===== config.mk =====
export PLATFORM = sky130hd
export DESIGN_NAME = hid_report_segmenter
export DESIGN_NICKNAME = d
export VERILOG_FILES = /design/src/sv/hrs_pkg.sv /design/src/sv/hrs_front.sv /design/src/sv/hrs_fifo.sv /design/src/sv/hrs_back.sv /design/src/sv/hid_report_segmenter.sv
export SDC_FILE = /design/constraint.sdc
export NUM_CORES = 1
export LEC_CHECK = 0
export ABC_AREA = 0
export BUFFER_PORTS_ARGS = -buffer_cell sky130_fd_sc_hd__buf_2
export CELL_PAD_IN_SITES_DETAIL_PLACEMENT = 0
export CELL_PAD_IN_SITES_GLOBAL_PLACEMENT = 1
export CORE_UTILIZATION = 50
export CTS_CLUSTER_DIAMETER = 30
export DETAILED_ROUTE_END_ITERATION = 7
export GPL_TIMING_DRIVEN = 0
export PLACE_DENSITY_LB_ADDON = 0.1
export SLEW_MARGIN = 30
export SYNTH_ARGS = -nofsm -noshare
export SYNTH_HDL_FRONTEND = slang
export SYNTH_SLANG_ARGS = --single-unit

===== constraint.sdc =====
create_clock -name clk -period 8.35 [get_ports clk]
set_input_delay 1.2525 -clock clk [delete_from_list [all_inputs] [get_ports clk]]
set_output_delay 1.2525 -clock clk [all_outputs]
set_load 0.02 [all_outputs]

===== src/sv/hrs_pkg.sv =====
// Shared types, command codes and report constants for the HID report segmenter.
// No dependencies; every other file of the block imports this package.
`timescale 1ns / 1ps

package hrs_pkg;

  localparam int unsigned HRS_QUEUE_DEPTH = 4;

  localparam logic [7:0] CMD_STORE   = 8'h05;
  localparam logic [7:0] CMD_SAVE    = 8'h13;
  localparam logic [7:0] CMD_REFRESH = 8'h04;

  localparam logic [2:0] LAST_WORD_IDX = 3'd7;
  localparam logic [2:0] HDR_SLOT      = 3'd7;

  typedef struct packed {
    logic [7:0]  data_byte;
    logic        first_of_message;
    logic [23:0] message_length;
  } in_t;

  typedef struct packed {
    logic [63:0] report_word;
    logic [2:0]  word_index;
    logic        last_of_packet;
    logic        last_of_run;
  } out_t;

  // One unit of work for the back end: a word at a given index, optionally padded
  // with zero words to the end of the report, optionally followed by save + refresh.
  typedef struct packed {
    logic [63:0] word;
    logic [2:0]  idx;
    logic        pad;
    logic        store;
  } job_t;

  typedef enum logic [1:0] {
    BK_IDLE,
    BK_DATA,
    BK_SAVE,
    BK_REFRESH
  } bk_state_t;

  function automatic logic [63:0] hdr_word(logic [7:0] cmd, logic [23:0] len,
                                           logic [23:0] off);
    return {8'd0, off, len, cmd};
  endfunction

  localparam logic [63:0] SAVE_W0    = {CMD_SAVE, 24'd0, 24'd1, CMD_SAVE};
  localparam logic [63:0] REFRESH_W0 = {CMD_REFRESH, 24'd0, 24'd2, CMD_REFRESH};

endpackage


===== src/sv/hrs_front.sv =====
// Front end: takes message bytes, tracks position, packs report words with headers.
// Pushes one job per completed word or message end. Depends on hrs_pkg.
`timescale 1ns / 1ps

module hrs_front (
  input  logic         clk,
  input  logic         rst_n,
  input  logic         in_valid,
  output logic         in_ready,
  input  hrs_pkg::in_t in_data,
  input  logic         q_full,
  output logic         q_push,
  output hrs_pkg::job_t q_job
);
  import hrs_pkg::*;

  logic [7:0]  cmd_r, cmd_nxt;
  logic [23:0] len_r, len_nxt;
  logic [23:0] pos_r, pos_nxt;
  logic [55:0] acc_r, acc_nxt;
  logic [2:0]  slot_r, slot_nxt;
  logic [2:0]  wc_r, wc_nxt;

  logic        accept;
  logic        first;
  logic [7:0]  cmd_e;
  logic [23:0] len_e;
  logic [23:0] pos_e;
  logic [63:0] acc_e;
  logic [2:0]  slot_e;
  logic [2:0]  wc_e;
  logic        active;
  logic        chunk_start;
  logic [2:0]  slot_use;
  logic [63:0] acc_ins;
  logic        word_full;
  logic [23:0] pos_inc;
  logic        ends;

  assign in_ready = !q_full;
  assign accept   = in_valid && in_ready;
  assign first    = in_data.first_of_message;

  always_comb begin
    cmd_e  = first ? in_data.data_byte : cmd_r;
    len_e  = first ? in_data.message_length : len_r;
    pos_e  = first ? 24'd0 : pos_r;
    acc_e  = first ? 64'd0 : {8'd0, acc_r};
    slot_e = first ? 3'd0 : slot_r;
    wc_e   = first ? 3'd0 : wc_r;

    active      = pos_e < len_e;
    chunk_start = (slot_e == 3'd0) && (wc_e == 3'd0);
    // the first word of a report is the 7-byte header plus one payload byte
    slot_use    = chunk_start ? HDR_SLOT : slot_e;
    acc_ins     = chunk_start ? hdr_word(cmd_e, len_e, pos_e) : acc_e;
    acc_ins[{slot_use, 3'b000} +: 8] = in_data.data_byte;
    word_full   = slot_use == HDR_SLOT;
    pos_inc     = pos_e + 24'd1;
    ends        = pos_inc == len_e;

    q_push      = accept && active && (word_full || ends);
    q_job.word  = acc_ins;
    q_job.idx   = wc_e;
    q_job.pad   = ends;
    q_job.store = ends && (cmd_e == CMD_STORE);

    cmd_nxt  = cmd_r;
    len_nxt  = len_r;
    pos_nxt  = pos_r;
    acc_nxt  = acc_r;
    slot_nxt = slot_r;
    wc_nxt   = wc_r;
    if (accept) begin
      cmd_nxt  = cmd_e;
      len_nxt  = len_e;
      pos_nxt  = pos_e;
      acc_nxt  = acc_e[55:0];
      slot_nxt = slot_e;
      wc_nxt   = wc_e;
      if (active) begin
        pos_nxt = pos_inc;
        if (ends) begin
          acc_nxt  = 56'd0;
          slot_nxt = 3'd0;
          wc_nxt   = 3'd0;
        end else if (word_full) begin
          acc_nxt  = 56'd0;
          slot_nxt = 3'd0;
          wc_nxt   = wc_e + 3'd1;
        end else begin
          acc_nxt  = acc_ins[55:0];
          slot_nxt = slot_use + 3'd1;
        end
      end
    end
  end

  always_ff @(posedge clk) begin
    if (!rst_n) begin
      cmd_r  <= '0;
      len_r  <= '0;
      pos_r  <= '0;
      acc_r  <= '0;
      slot_r <= '0;
      wc_r   <= '0;
    end else begin
      cmd_r  <= cmd_nxt;
      len_r  <= len_nxt;
      pos_r  <= pos_nxt;
      acc_r  <= acc_nxt;
      slot_r <= slot_nxt;
      wc_r   <= wc_nxt;
    end
  end

endmodule


===== src/sv/hrs_fifo.sv =====
// Small job queue between front and back end; head is shown without a read cycle.
// Depends on hrs_pkg for the job type.
`timescale 1ns / 1ps

module hrs_fifo #(
  parameter int unsigned DEPTH = hrs_pkg::HRS_QUEUE_DEPTH
) (
  input  logic          clk,
  input  logic          rst_n,
  input  logic          push,
  input  hrs_pkg::job_t push_job,
  output logic          full,
  input  logic          pop,
  output logic          not_empty,
  output hrs_pkg::job_t head
);
  import hrs_pkg::*;

  localparam int unsigned PW = (DEPTH > 1) ? $clog2(DEPTH) : 1;
  localparam int unsigned CW = $clog2(DEPTH + 1);

  job_t          mem [DEPTH];
  logic [PW-1:0] wr_ptr_r, wr_ptr_nxt;
  logic [PW-1:0] rd_ptr_r, rd_ptr_nxt;
  logic [CW-1:0] cnt_r, cnt_nxt;

  assign full      = cnt_r == CW'(DEPTH);
  assign not_empty = cnt_r != '0;
  assign head      = mem[rd_ptr_r];

  always_comb begin
    wr_ptr_nxt = wr_ptr_r;
    rd_ptr_nxt = rd_ptr_r;
    cnt_nxt    = cnt_r;
    if (push) begin
      wr_ptr_nxt = (wr_ptr_r == PW'(DEPTH - 1)) ? '0 : wr_ptr_r + PW'(1);
    end
    if (pop) begin
      rd_ptr_nxt = (rd_ptr_r == PW'(DEPTH - 1)) ? '0 : rd_ptr_r + PW'(1);
    end
    if (push && !pop) begin
      cnt_nxt = cnt_r + CW'(1);
    end else if (pop && !push) begin
      cnt_nxt = cnt_r - CW'(1);
    end
  end

  always_ff @(posedge clk) begin
    if (push) begin
      mem[wr_ptr_r] <= push_job;
    end
  end

  always_ff @(posedge clk) begin
    if (!rst_n) begin
      wr_ptr_r <= '0;
      rd_ptr_r <= '0;
      cnt_r    <= '0;
    end else begin
      wr_ptr_r <= wr_ptr_nxt;
      rd_ptr_r <= rd_ptr_nxt;
      cnt_r    <= cnt_nxt;
    end
  end

endmodule


===== src/sv/hrs_back.sv =====
// Back end: expands queued jobs into report words (data, zero padding, save and
// refresh reports) and holds them in the output register. Depends on hrs_pkg.
`timescale 1ns / 1ps

module hrs_back (
  input  logic          clk,
  input  logic          rst_n,
  input  logic [2:0]    profile,
  input  logic          q_valid,
  input  hrs_pkg::job_t q_head,
  output logic          q_pop,
  output logic          out_valid,
  input  logic          out_ready,
  output hrs_pkg::out_t out_data
);
  import hrs_pkg::*;

  bk_state_t   state_r, state_nxt;
  logic [2:0]  idx_r, idx_nxt;
  logic [63:0] word_r, word_nxt;
  logic        pad_r, pad_nxt;
  logic        store_r, store_nxt;
  out_t        out_r, out_nxt;
  logic        out_valid_r, out_valid_nxt;

  logic        emit;
  logic        seg_end;
  logic        run_end;
  logic [63:0] cur_word;

  assign out_valid = out_valid_r;
  assign out_data  = out_r;

  always_comb begin
    state_nxt     = state_r;
    idx_nxt       = idx_r;
    word_nxt      = word_r;
    pad_nxt       = pad_r;
    store_nxt     = store_r;
    out_nxt       = out_r;
    out_valid_nxt = out_valid_r && !out_ready;
    q_pop         = 1'b0;
    cur_word      = 64'd0;
    seg_end       = idx_r == LAST_WORD_IDX;
    run_end       = 1'b0;

    emit = (state_r != BK_IDLE) && (!out_valid_r || out_ready);

    case (state_r)
      BK_DATA: begin
        cur_word = word_r;
        seg_end  = !pad_r || (idx_r == LAST_WORD_IDX);
        run_end  = seg_end && !store_r;
      end
      BK_SAVE: begin
        cur_word = (idx_r == 3'd0) ? SAVE_W0 : 64'd0;
      end
      BK_REFRESH: begin
        if (idx_r == 3'd0) begin
          cur_word = REFRESH_W0;
        end else if (idx_r == 3'd1) begin
          cur_word = {61'd0, profile};
        end
        run_end = seg_end;
      end
      default: begin
        cur_word = 64'd0;
      end
    endcase

    if (emit) begin
      out_nxt.report_word    = cur_word;
      out_nxt.word_index     = idx_r;
      out_nxt.last_of_packet = idx_r == LAST_WORD_IDX;
      out_nxt.last_of_run    = run_end;
      out_valid_nxt          = 1'b1;
      if (!seg_end) begin
        idx_nxt  = idx_r + 3'd1;
        word_nxt = 64'd0;
      end else if (state_r == BK_DATA && store_r) begin
        state_nxt = BK_SAVE;
        idx_nxt   = 3'd0;
      end else if (state_r == BK_SAVE) begin
        state_nxt = BK_REFRESH;
        idx_nxt   = 3'd0;
      end else begin
        state_nxt = BK_IDLE;
      end
    end

    // next job goes in right behind the last word of the current one
    if ((state_r == BK_IDLE || (emit && run_end)) && q_valid) begin
      q_pop     = 1'b1;
      state_nxt = BK_DATA;
      idx_nxt   = q_head.idx;
      word_nxt  = q_head.word;
      pad_nxt   = q_head.pad;
      store_nxt = q_head.store;
    end
  end

  always_ff @(posedge clk) begin
    if (!rst_n) begin
      state_r     <= BK_IDLE;
      out_valid_r <= 1'b0;
    end else begin
      state_r     <= state_nxt;
      out_valid_r <= out_valid_nxt;
    end
  end

  always_ff @(posedge clk) begin
    idx_r   <= idx_nxt;
    word_r  <= word_nxt;
    pad_r   <= pad_nxt;
    store_r <= store_nxt;
    out_r   <= out_nxt;
  end

endmodule


===== src/sv/hid_report_segmenter.sv =====
// Top level of the HID report segmenter: profile register, front end, job queue
// and back end. Depends on hrs_pkg, hrs_front, hrs_fifo and hrs_back.
//
// Usage: message bytes enter on in_valid/in_ready/in_data, one request per byte;
// the byte marked first_of_message carries the command and the total length.
// Reports leave on out_valid/out_ready/out_data as eight 64-bit words each, the
// earliest byte in bits 7:0, with word_index, last_of_packet and last_of_run.
// cfg_wr_en/cfg_wr_data set the profile byte used in the refresh report.
// Throughput: one byte per cycle on input while the queue has room; output runs one
// word per cycle while out_ready is high. A byte that completes a word yields one
// word; a message end yields up to 8 words, plus 16 more for a store command.
// A completed word passes through the job queue and the back end's job registers
// into the output register. The job queue (QUEUE_DEPTH entries) absorbs bursts;
// in_ready drops only when it is full.
// Reset (synchronous, rst_n low): queue and message state clear, profile
// returns to 1. When out_ready is low with a word valid, the output word holds and
// the back end waits; the front keeps taking bytes until the queue fills.
`timescale 1ns / 1ps

module hid_report_segmenter #(
  parameter int unsigned QUEUE_DEPTH = hrs_pkg::HRS_QUEUE_DEPTH
) (
  input  logic          clk,
  input  logic          rst_n,
  input  logic          in_valid,
  output logic          in_ready,
  input  hrs_pkg::in_t  in_data,
  output logic          out_valid,
  input  logic          out_ready,
  output hrs_pkg::out_t out_data,
  input  logic          cfg_wr_en,
  input  logic [2:0]    cfg_wr_data
);
  import hrs_pkg::*;

  logic [2:0] profile_r, profile_nxt;
  logic       q_push;
  job_t       q_job;
  logic       q_full;
  logic       q_pop;
  logic       q_valid;
  job_t       q_head;

  assign profile_nxt = cfg_wr_en ? cfg_wr_data : profile_r;

  always_ff @(posedge clk) begin
    if (!rst_n) begin
      profile_r <= 3'd1;
    end else begin
      profile_r <= profile_nxt;
    end
  end

  hrs_front u_front (
    .clk      (clk),
    .rst_n    (rst_n),
    .in_valid (in_valid),
    .in_ready (in_ready),
    .in_data  (in_data),
    .q_full   (q_full),
    .q_push   (q_push),
    .q_job    (q_job)
  );

  hrs_fifo #(
    .DEPTH (QUEUE_DEPTH)
  ) u_fifo (
    .clk       (clk),
    .rst_n     (rst_n),
    .push      (q_push),
    .push_job  (q_job),
    .full      (q_full),
    .pop       (q_pop),
    .not_empty (q_valid),
    .head      (q_head)
  );

  hrs_back u_back (
    .clk       (clk),
    .rst_n     (rst_n),
    .profile   (profile_r),
    .q_valid   (q_valid),
    .q_head    (q_head),
    .q_pop     (q_pop),
    .out_valid (out_valid),
    .out_ready (out_ready),
    .out_data  (out_data)
  );

endmodule


* Word-level counts from Yosys, hierarchy flattened
Memory sizes are Yosys's and may differ from the RTL's. A register that Yosys moved wholly into a read port is not among the register bits.
Cells that the tools add are included.
Widths: inputs -> output; s select.
** Storage, ports and cells
- Register bits after elaboration :: 269
- Memory bits (writable) :: 276
- Word-level logic and storage cells :: 134
- Memories :: 1
** Operators by class
- Add/sub/neg operators :: 9
- Order comparisons :: 1
- Eq/ne operators :: 13
- Shift-type cells :: 2
- Muxes and demuxes :: 48
- Bitwise logic cells :: 1
- Reductions and logical operators :: 38
** Memory list
- u_fifo.mem :: depth 4, bits a word 69, rd ports 1, clocked after Yosys merged registers in 1, write ports 1, RTL line hrs_fifo.sv:22 : job_t mem [DEPTH];
** Operators by type and width (number)
- $mux 64 :: 5
- $mux 56 :: 4
- $pmux 64 s3 :: 1
- $mux 24 :: 3
- $bwmux 64 :: 1
- $shift 8x8->64 const A :: 1
- $shiftx 8x8->64 :: 1
- $mux 61 :: 1
- $mux 3 :: 17
- $add 24x1->24 const B :: 1
- $eq 24x24->1 :: 1
- $lt 24x24->1 :: 1
- $logic_and 1x1->1 :: 13
- $add 3x1->3 const B :: 4
- $mux 2 :: 6
- $eq 3x3->1 const B :: 3
- $logic_not 3->1 :: 3
- $eq 2x2->1 const B :: 4
- $eq 8x3->1 const B :: 1
- $mux 1 :: 8
- $mux 8 :: 1
- $neg 6->8 :: 1
- $reduce_and 2->1 :: 4
- $reduce_bool 2->1 :: 4
- other kinds (13) :: 23

* Depth between registers and ports, before layout
Gate-level depths: netlist of run 1.
- Depth in word-level cells :: 11
- Depth in mapped cells :: 23
- Mapped depth without buffers :: 17

* Cells and area by module
From an unflattened synthesis of run 1, not the netlist that was laid out.
** Second synthesis, totals
- Cells, all modules :: 1785
- Area, all modules :: 24146.9 um^2
** Modules (own cells, without submodules)
- hrs_fifo :: times used 1, cells each 405, area each 10426.2 um^2, sequential area each 8468.1 um^2
- hrs_front :: times used 1, cells each 1026, area each 8086.5 um^2, sequential area each 2362.3 um^2
- hrs_back :: times used 1, cells each 345, area each 5527.8 um^2, sequential area each 4204.0 um^2
- hid_report_segmenter :: times used 1, cells each 9, area each 106.4 um^2, sequential area each 60.1 um^2

* Worst setup path before layout of run 1
OpenSTA, ideal clock, no wires.
- Kind :: input-to-reg
- Start :: input in_data[24] in the netlist's numbering
- End :: memory u_fifo.mem[0][0] in the netlist's numbering (enable)
- Data arrival time :: 6.510 ns
- Path slack :: 1.406 ns
- Stages on the path :: 16
- Path buffers :: 8
- Path through :: buf_2 -> buf_2 -> buf_2 -> buf_2 -> clkbuf_1 -> clkbuf_1 -> clkbuf_1 -> nor2b_1 -> ha_1 -> nand4_2 -> or4_1 -> buf_2 -> o41a_1 -> a211o_1 -> o31ai_4 -> and3_1
** On the way
- Longest elaborated chain between the ends :: 9
- Elaborated cells between the ends (all ways) :: 17
** RTL lines
- start: declaration :: RTL line hid_report_segmenter.sv:27 : input hrs_pkg::in_t in_data,
- parallel branches: the longest is 6 deep, another holds $add 24x1->24
- $logic_and 1x1->1 * :: RTL line hrs_front.sv:62 : q_push = accept && active && (word_full || ends);
- $mux 1 * :: RTL line hrs_fifo.sv:49 : if (push) begin
- $mux 1 (implied by the code) * :: RTL line hrs_fifo.sv:50 : mem[wr_ptr_r] <= push_job;
- end: declaration :: RTL line hrs_fifo.sv:22
Every way passes the cells marked *.

* Worst setup path after layout of run 1
- Start :: input in_data[24] in the netlist's numbering
- End :: memory u_fifo.mem[2][25] in the netlist's numbering (enable)
Same word-level chain as after synthesis.

==> results.cfg, run 1 <==
[synthesis]
ys_warn_count = 0
synth_area_sq_um = 23800
synth_top_area_share_pct = 52.3
synth_edf_count = 414
synth_cell_types = 75
synth_top_cell_by_area = edfxtp_1
ys_seq_area_share_pct = 63.5
synth_top_cells_by_area = edfxtp_1, dfxtp_1, mux4_2
ys_dominant_reg_cell = edfxtp_1
synthCells = 1755
synth_seq_cells = 547
synth_nets = 1838
syn_avg_cell_area_sq_um = 13.5
async_flop_share_pct = 0

[setup_path]
cpPeakStageDelay_ns = 0.76
critical_path.startpoint_type = primary input
crit_path_top_delay_cell = and3_4
reg2reg_depth = 13
worst_ep_arrival_time_ns = 8.21
cp_data_required_time_ns = 8.66
ff2ff_setup_slack_ns = 3.16
r2r_end = u_fifo.mem[2][25]
reg2reg_from = u_front.pos_r[8]
crit_chain = buf_2 -> buf_2 -> buf_2 -> buf_2 -> buf_2 -> clkbuf_1 -> clkbuf_1 -> clkbuf_1 -> nor2b_1 -> ha_1 -> a21oi_1 -> o21a_1 -> a2bb2oi_1 -> o211ai_1 -> or2_2 -> clkbuf_1 -> nor2_1 -> clkbuf_1 -> and3_4 -> buf_12
cp-end-kind = flip-flop
critical_path_class = primary input to flip-flop
cp_max_fo = 36

[sta]
hold_slack_ns = 0.470
timing_worst_slew_pin_value_ns = 1.07
grt_setup_unrepaired = no
finalHoldViolCount = 0
min_period_ns = 7.91
clock.fmax_mhz = 126
fin_skew_ns = 0.0269
post-route-period-util_pct = 94.7
maxSlewHeadroom_pct = 28.5
setup_slack_ns = 0.440
final_max_slew_viol_count = 0
finalSetupViolCount = 0

[cells_and_area]
seqCellArea_sq_um = 15100
multi_input_area_sq_um = 8060
stdcell_area_sq_um = 29000
layout_commonest_cell = edfxtp_1
diodes = 0
layout.nets = 2059
final_cell_mix = edfxtp_1, dfxtp_1, clkbuf_1, buf_2, clkbuf_16
drive_gt1_share_pct = 20.0
n_fill_cell = 3569
syn_to_final_growth_pct = 22.0
fin_cells = 2677

[routing]
drt-initial-drc-count = 1480
drt_first_pass_iters = 7
drtAntennaViolNets = 0
via_per_inst = 5.91
drc = 22
routed_wl_microns = 63700
wire_per_inst_microns = 23.8
vias = 15800

[place]
dpl_worst_slack_ns = -0.119
place_area_sq_um = 25300
place_congestion = 0.901
numPlacedInstances = 2474
hpwl_microns = 43700
portBuffers = 102

[die]
ios = 112
floorplan.initialDensity_pct = 50.8
die_x_microns = 220
rows = 79
dieArea_sq_um = 48400
die_y_microns = 220
core_sq_um = 46800

[grt]
grt_pass1_wl_microns = 95800
grt_max_degree = 54
grt_use_total_pct = 27.0
grt_pass1_vias = 15500
antenna_found_initial = 0
grt.overflow.total = 0

[cts]
cts_hold_buf = 0
root_buffer = clkbuf_16
clk_pin_slew_ns = 0.04
post_cts_resized = 0
cts.path.max_buffers = 3
cts_buffers = 107
insertion_delay_ns = 0.65
h-tree-depth = 3
cts_tree = done
cts_setup_buffers = 0
clock_sinks = 547

[run]
cap_violations = 0

[hold_path]
min_path_cells = 2
worst_hold_path.endpoint = u_front.cmd_r[3]
min_from = u_front.cmd_r[3]
min_path_type = flip-flop to flip-flop

[status]
violations = design-rule violations
outcome = finished, violations left

[pwr]
total_power_w = 0.0111
power_density_nw_per_um2 = 383
ir_drop_mv = 0.198
cellLeakagePower_nw = 10.6
## flip-flops by register name, indices dropped and copies added (netlist names), named ones only
name,flops
u_back.pad_r,1
u_back.state_r,2
u_front.acc_r,56
u_back.word_r,64
u_back.store_r,1
profile_r,3
u_fifo.wr_ptr_r,2
u_front.wc_r,3
u_back.out_valid,1
u_fifo.rd_ptr_r,2
u_front.len_r,24
u_back.idx_r,3
u_fifo.mem,276
u_front.cmd_r,8
u_back.out_data,69
u_front.slot_r,3
u_front.pos_r,24
u_fifo.cnt_r,3
## power breakdown
part | total, W | internal [W] | switching, W
Sequential | 0.00400 | 0.00384 | 0.000168
Combinational | 0.00284 | 0.00105 | 0.00179
Clock | 0.00427 | 0.00285 | 0.00142
Total | 0.0111 | 0.00774 | 0.00338
## synthesized netlist by cell type (41+ instances only)
master,count
edfxtp_1,414
dfxtp_1,133
a21oi_1,101
nand2_1,101
clkbuf_1,96
nor2b_1,94
nor2_1,82
and2_1,70
mux4_2,69
a22o_1,64
mux2i_1,56
o21ai_0,52
nand3_1,42
ha_1,41
## worst max-delay path: cells and delay by family
family          cells  cell delay, ns
compound gates      4            0.82
fa+ha+maj           1            0.35
buf+inv            11            4.30
simple gates        4            1.40
## kinds of logic after synthesis
logic type      share of synthesized area (%)
flops                                    63.5
simple gates                             11.0
compound gates                           10.2
buf+inv                                  2.75
mux                                      9.32
fa+ha+maj                                2.28
xor+xnor                                0.995
## routing by layer
metal / vias up / part of all wire, % / wire [microns] / track usage, %
met3: 117 / 7.2 / 4560 / 5.27
met5: - / 0 / 0 / 0
li1: 7170 / - / - / -
met1: 7912 / 45 / 28300 / 38.5
met2: 615 / 45 / 28700 / 40.8
met4: 0 / 3.2 / 2020 / 10.3
## final cells by class
class | count | area share, %
Clock buffer | 140 | 10.1
Multi-Input combinational cell | 1049 | 27.8
Clock inverter | 63 | 2.52
Timing Repair Buffer | 112 | 2.61
Buffer | 131 | 1.91
Tap cell | 607 | 2.62
Inverter | 28 | 0.371
Sequential cell | 547 | 52.1
## worst max-delay path by stage
stage	start	to	slack, ns	depth (start not counted)
CTS	in_data[24]	u_fifo.mem[2][22]	0.56	20
floorplan	in_data[24]	u_fifo.mem[0][0]	1.41	16
detailed placement	in_data[24]	u_fifo.mem[2][32]	-0.12	20
global route	in_data[24]	u_fifo.mem[2][22]	0.22	20
finish	in_data[24]	u_fifo.mem[2][25]	0.44	20
global placement	in_data[24]	u_fifo.mem[1][32]	-2.31	19
## through the flow
step | util, % | TNS [ns]
2_1_floorplan | - | 0
3_3_place_gp | 53.5 | -676.09
3_5_place_dp | 54.2 | -7.43
4_1_cts | 62.0 | 0
5_1_grt | 62.0 | 0
6_report | 62.0 | 0
Power figures use the tool's default switching activity.
==> run 2, diff against run 1 <==
--- a/config.mk
+++ b/config.mk
@@ -6,12 +6,12 @@
 export NUM_CORES = 1
 export LEC_CHECK = 0
 export ABC_AREA = 0
-export BUFFER_PORTS_ARGS = -buffer_cell sky130_fd_sc_hd__buf_2
 export CELL_PAD_IN_SITES_DETAIL_PLACEMENT = 0
 export CELL_PAD_IN_SITES_GLOBAL_PLACEMENT = 1
 export CORE_UTILIZATION = 50
 export CTS_CLUSTER_DIAMETER = 30
 export DETAILED_ROUTE_END_ITERATION = 7
+export DONT_BUFFER_PORTS = 1
 export GPL_TIMING_DRIVEN = 0
 export PLACE_DENSITY_LB_ADDON = 0.1
 export SLEW_MARGIN = 30
==> results.cfg, run 2 (same netlist as run 1, synthesis figures left out) <==
[status]
violations = design-rule violations
outcome = finished, violations left

[die]
ios = 112
die_y_microns = 220
core_sq_um = 46800
floorplan.initialDensity_pct = 50.8
rows = 79
die_x_microns = 220
dieArea_sq_um = 48400

[setup_path]
cp-end-kind = flip-flop
critical_path.startpoint_type = primary input
reg2reg_from = u_front.pos_r[8]
cp_data_required_time_ns = 8.67
critical_path_class = primary input to flip-flop
worst_ep_arrival_time_ns = 8.06
cp_max_fo = 35
ff2ff_setup_slack_ns = 3.18
crit_start = in_data[24]

[cts]
cts_hold_buf = 0
post_cts_resized = 0
h-tree-depth = 3
cts_buffers = 108
cts_setup_buffers = 0
root_buffer = clkbuf_16
cts_tree = done
cts.path.max_buffers = 3
insertion_delay_ns = 0.64
clk_pin_slew_ns = 0.04
clock_sinks = 547

[routing]
routed_wl_microns = 63200
drt-initial-drc-count = 1359
drt_first_pass_iters = 8
drtAntennaViolNets = 0
wire_per_inst_microns = 24.5
vias = 15400
via_per_inst = 5.96
drc = 20

[sta]
finalSetupTns_ns = 0
maxSlewHeadroom_pct = 30.1
grt_setup_unrepaired = no
final_max_slew_viol_count = 0
finalHoldViolCount = 0
clock.fmax_mhz = 129
timing_worst_slew_pin_value_ns = 1.04
min_period_ns = 7.74
finalSetupViolCount = 0
post-route-period-util_pct = 92.7
fin_skew_ns = 0.0226

[hold_path]
min_path_type = flip-flop to flip-flop
min_from = u_front.cmd_r[3]

[cells_and_area]
top_register = u_fifo.mem
n_fill_cell = 3631
multi_input_area_sq_um = 8060
layout_commonest_cell = edfxtp_1
layout.nets = 1959
seqCellArea_sq_um = 15100
syn_to_final_growth_pct = 20.3
stdcell_area_sq_um = 28600
drive_gt1_share_pct = 16.5
fin_cells = 2578
final_cell_mix = edfxtp_1, dfxtp_1, clkbuf_16
largest_reg_flops = 276

[place]
place_congestion = 0.889
numPlacedInstances = 2373
hpwl_microns = 43800
portBuffers = 0
place_area_sq_um = 24800

[pwr]
total_power_w = 0.0111
cellLeakagePower_nw = 10.2
ir_drop_mv = 0.207
power_density_nw_per_um2 = 387

[grt]
grt_max_degree = 53
grt_use_total_pct = 26.8
grt_pass1_vias = 15200
grt.overflow.total = 0
grt_pass1_wl_microns = 94900
antenna_found_initial = 0

[run]
cap_violations = 0
-- run 2: cell types whose count changed in the layout (fill, tap and decap cells not counted), moves of 3 or more --
cell | before | now
clkinv_2 | 22 | 17
clkinvlp_4 | 9 | 12
buf_16 | 6 | 3
clkinv_4 | 8 | 12
inv_6 | 5 | 9
buf_12 | 4 | 7
clkbuf_8 | 7 | 13
buf_2 | 116 | 14
clkbuf_1 | 116 | 104
-- run 2: power breakdown --
group          internal, W  switching (W)  total (W)
Combinational     0.000960        0.00159    0.00255
Sequential         0.00385       0.000331    0.00418
Clock              0.00288        0.00146    0.00435
-- run 2: stage by stage --
step                      setup slack [ns]  hold WS [ns]  utilization, %
final                                0.605         0.475            61.2
after global routing                 0.400         0.489            61.2
after CTS                            0.724         0.473            61.2
after detailed placement            0.0308         0.461            53.1
after global placement               -2.21         0.459            52.5
after floorplan                       1.41         0.441               -
-- run 2: final timing paths --
check	end	depth (start not counted)
worst min register to register	u_front.cmd_r[3]	2
worst max register to register	u_fifo.mem[2][31]	13
worst min-delay path	u_front.cmd_r[3]	2
worst max-delay path	u_fifo.mem[2][31]	19
-- run 2: metal layers --
layer  GRT usage (%)  vias to the layer above  wire, microns
met5           0.521                        -              0
met4            10.8                        0           2080
met3            6.20                      107           4600
met2            40.1                      597          28700
met1            37.7                     7678          27800
li1                -                     6979              -
-- run 2: critical path, stage by stage --
cell       delay [ns]
buf_2            0.26
buf_2            0.35
buf_2            0.33
buf_2            0.37
clkbuf_1         0.62
clkbuf_1         0.44
clkbuf_1         0.71
nor2b_1          0.12
ha_1             0.36
a21oi_1          0.18
o21a_1           0.14
a2bb2oi_1        0.27
o211ai_1         0.25
or2_2            0.35
clkbuf_1         0.20
nor2_1           0.17
clkbuf_1         0.56
and3_4           0.73
buf_12           0.30
-- run 2: area by class of cell --
| class | count | share of cell area (%) |
|---|---|---|
| sequential | 547 | 52.8 |
| multi-input combinational | 1049 | 28.2 |
| clock buffer | 132 | 10.2 |
| clock inverter | 72 | 3.01 |
| tap | 607 | 2.66 |
| buffer | 131 | 1.94 |
| timing repair buffer | 11 | 0.831 |
| inverter | 28 | 0.376 |
| antenna | 1 | 0.00875 |
==> run 3, diff against run 2 <==
--- a/config.mk
+++ b/config.mk
@@ -12,7 +12,6 @@
 export CTS_CLUSTER_DIAMETER = 30
 export DETAILED_ROUTE_END_ITERATION = 7
 export DONT_BUFFER_PORTS = 1
-export GPL_TIMING_DRIVEN = 0
 export PLACE_DENSITY_LB_ADDON = 0.1
 export SLEW_MARGIN = 30
 export SYNTH_ARGS = -nofsm -noshare
==> results.cfg, run 3 (same netlist as run 1, synthesis figures left out) <==
[status]
outcome = finished, violations left
violations = design-rule violations

[cts]
h-tree-depth = 3
insertion_delay_ns = 0.65
root_buffer = clkbuf_16
clock_sinks = 547
post_cts_resized = 0
cts.path.max_buffers = 3
cts_tree = done
cts_hold_buf = 0
cts_setup_buffers = 0
clk_pin_slew_ns = 0.05
cts_buffers = 110

[setup_path]
cp_max_fo = 125
critical_path.startpoint_type = primary input
worst_ep_arrival_time_ns = 5.83
critical_path_class = primary input to flip-flop
cp-end-kind = flip-flop
cp_data_required_time_ns = 8.91
reg2reg_depth = 14

[routing]
drt-initial-drc-count = 1270
routed_wl_microns = 57700
drtAntennaViolNets = 0
drt_first_pass_iters = 8
vias = 14700
wire_per_inst_microns = 23.4
drc = 20
via_per_inst = 5.96

[sta]
timing_worst_slew_pin_value_ns = 0.991
finalSetupTns_ns = 0
setup_slack_ns = 3.09
finalSetupViolCount = 0
maxSlewHeadroom_pct = 33.2
fin_skew_ns = 0.0249
clock.fmax_mhz = 190
grt_setup_unrepaired = no
final_max_slew_viol_count = 0
finalHoldViolCount = 0
hold_slack_ns = 0.468
post-route-period-util_pct = 63.0
min_period_ns = 5.26

[run]
cap_violations = 0

[cells_and_area]
n_fill_cell = 3584
final_cell_mix = edfxtp_1, dfxtp_1, clkbuf_16
drive_gt1_share_pct = 18.1
stdcell_area_sq_um = 28300
layout_commonest_cell = edfxtp_1
largest_reg_flops = 276
layout.nets = 1847
multi_input_area_sq_um = 8070
syn_to_final_growth_pct = 18.9
fin_cells = 2469
top_register = u_fifo.mem
seqCellArea_sq_um = 15100

[grt]
grt.overflow.total = 0
grt_max_degree = 126
grt_pass1_vias = 14200
antenna_found_initial = 1
grt_use_total_pct = 24.4
grt_pass1_wl_microns = 87900

[place]
dpl_worst_slack_ns = 2.47
numPlacedInstances = 2259
place_area_sq_um = 24300
hpwl_microns = 36500
place_congestion = 0.830
portBuffers = 0

[die]
die_x_microns = 220
die_y_microns = 220
ios = 112
floorplan.initialDensity_pct = 50.8
dieArea_sq_um = 48400
core_sq_um = 46800
rows = 79

[hold_path]
min_path_cells = 2
min_path_type = flip-flop to flip-flop

[pwr]
power_density_nw_per_um2 = 392
cellLeakagePower_nw = 10.1
ir_drop_mv = 0.277
## run 3: cell count changes in the layout (fill, tap and decap cells not counted), sizes merged
cell	before	now
clkinvlp	12	16
buf	43	28
clkinv	35	33
clkbuf	231	119
inv	41	52
bufinv	12	17
## run 3: final timing paths
kind	from	endpoint	slack, ns
hold / removal	u_fifo.rd_ptr_r[1]	flip-flop	0.47
setup / recovery	in_data[24]	u_fifo.cnt_r[2]	3.09
setup reg to reg	u_front.pos_r[1]	u_fifo.cnt_r[2]	3.73
hold reg to reg	u_fifo.rd_ptr_r[1]	flip-flop	0.47
## run 3: stage by stage
stage	utilization [%]	total power [W]
global placement	51.9	0.00652
finish	60.5	0.0111
floorplan	-	0.00590
CTS	60.5	0.0112
global route	60.5	0.0116
detailed placement	51.9	0.00659
## run 3: final cells by class
class                   instances  area share [%]
inverters                      28           0.372
clock inverters                90            3.97
repair buffers                 28           0.903
clock buffers                 119            10.1
flip-flops and latches        547            53.4
diodes                          1         0.00885
well taps                     607            2.69
multi-input cells            1049            28.5
## run 3: worst max-delay path: stages
cell and delay, ns:
inv_2 0.48, nand2_1 0.16, inv_1 0.09, ha_1 0.29, nand4_2 0.21, or4_1 0.68
o41a_1 0.45, a211o_1 0.33, o31a_1 0.30, nor2_1 0.21, ha_1 0.23, inv_1 0.06
fa_1 0.37, xor2_1 0.18, or3_1 0.31, a21oi_1 0.15
## run 3: layer usage
metal	track usage [%]	share of wire (%)	routed length, microns	vias to the layer above
met5	0	0	0	-
met3	4.40	6.2	3580	84
met1	36.4	47	27200	7366
met2	35.5	44	25500	518
met4	9.10	2.4	1370	0
li1	-	-	-	6755
## run 3: report_power, final
part	leakage (nW)	internal, W	switching, W
Clock	1.91	0.00305	0.00155
Combinational	3.13	0.000855	0.00139
Sequential	5.06	0.00386	0.000395
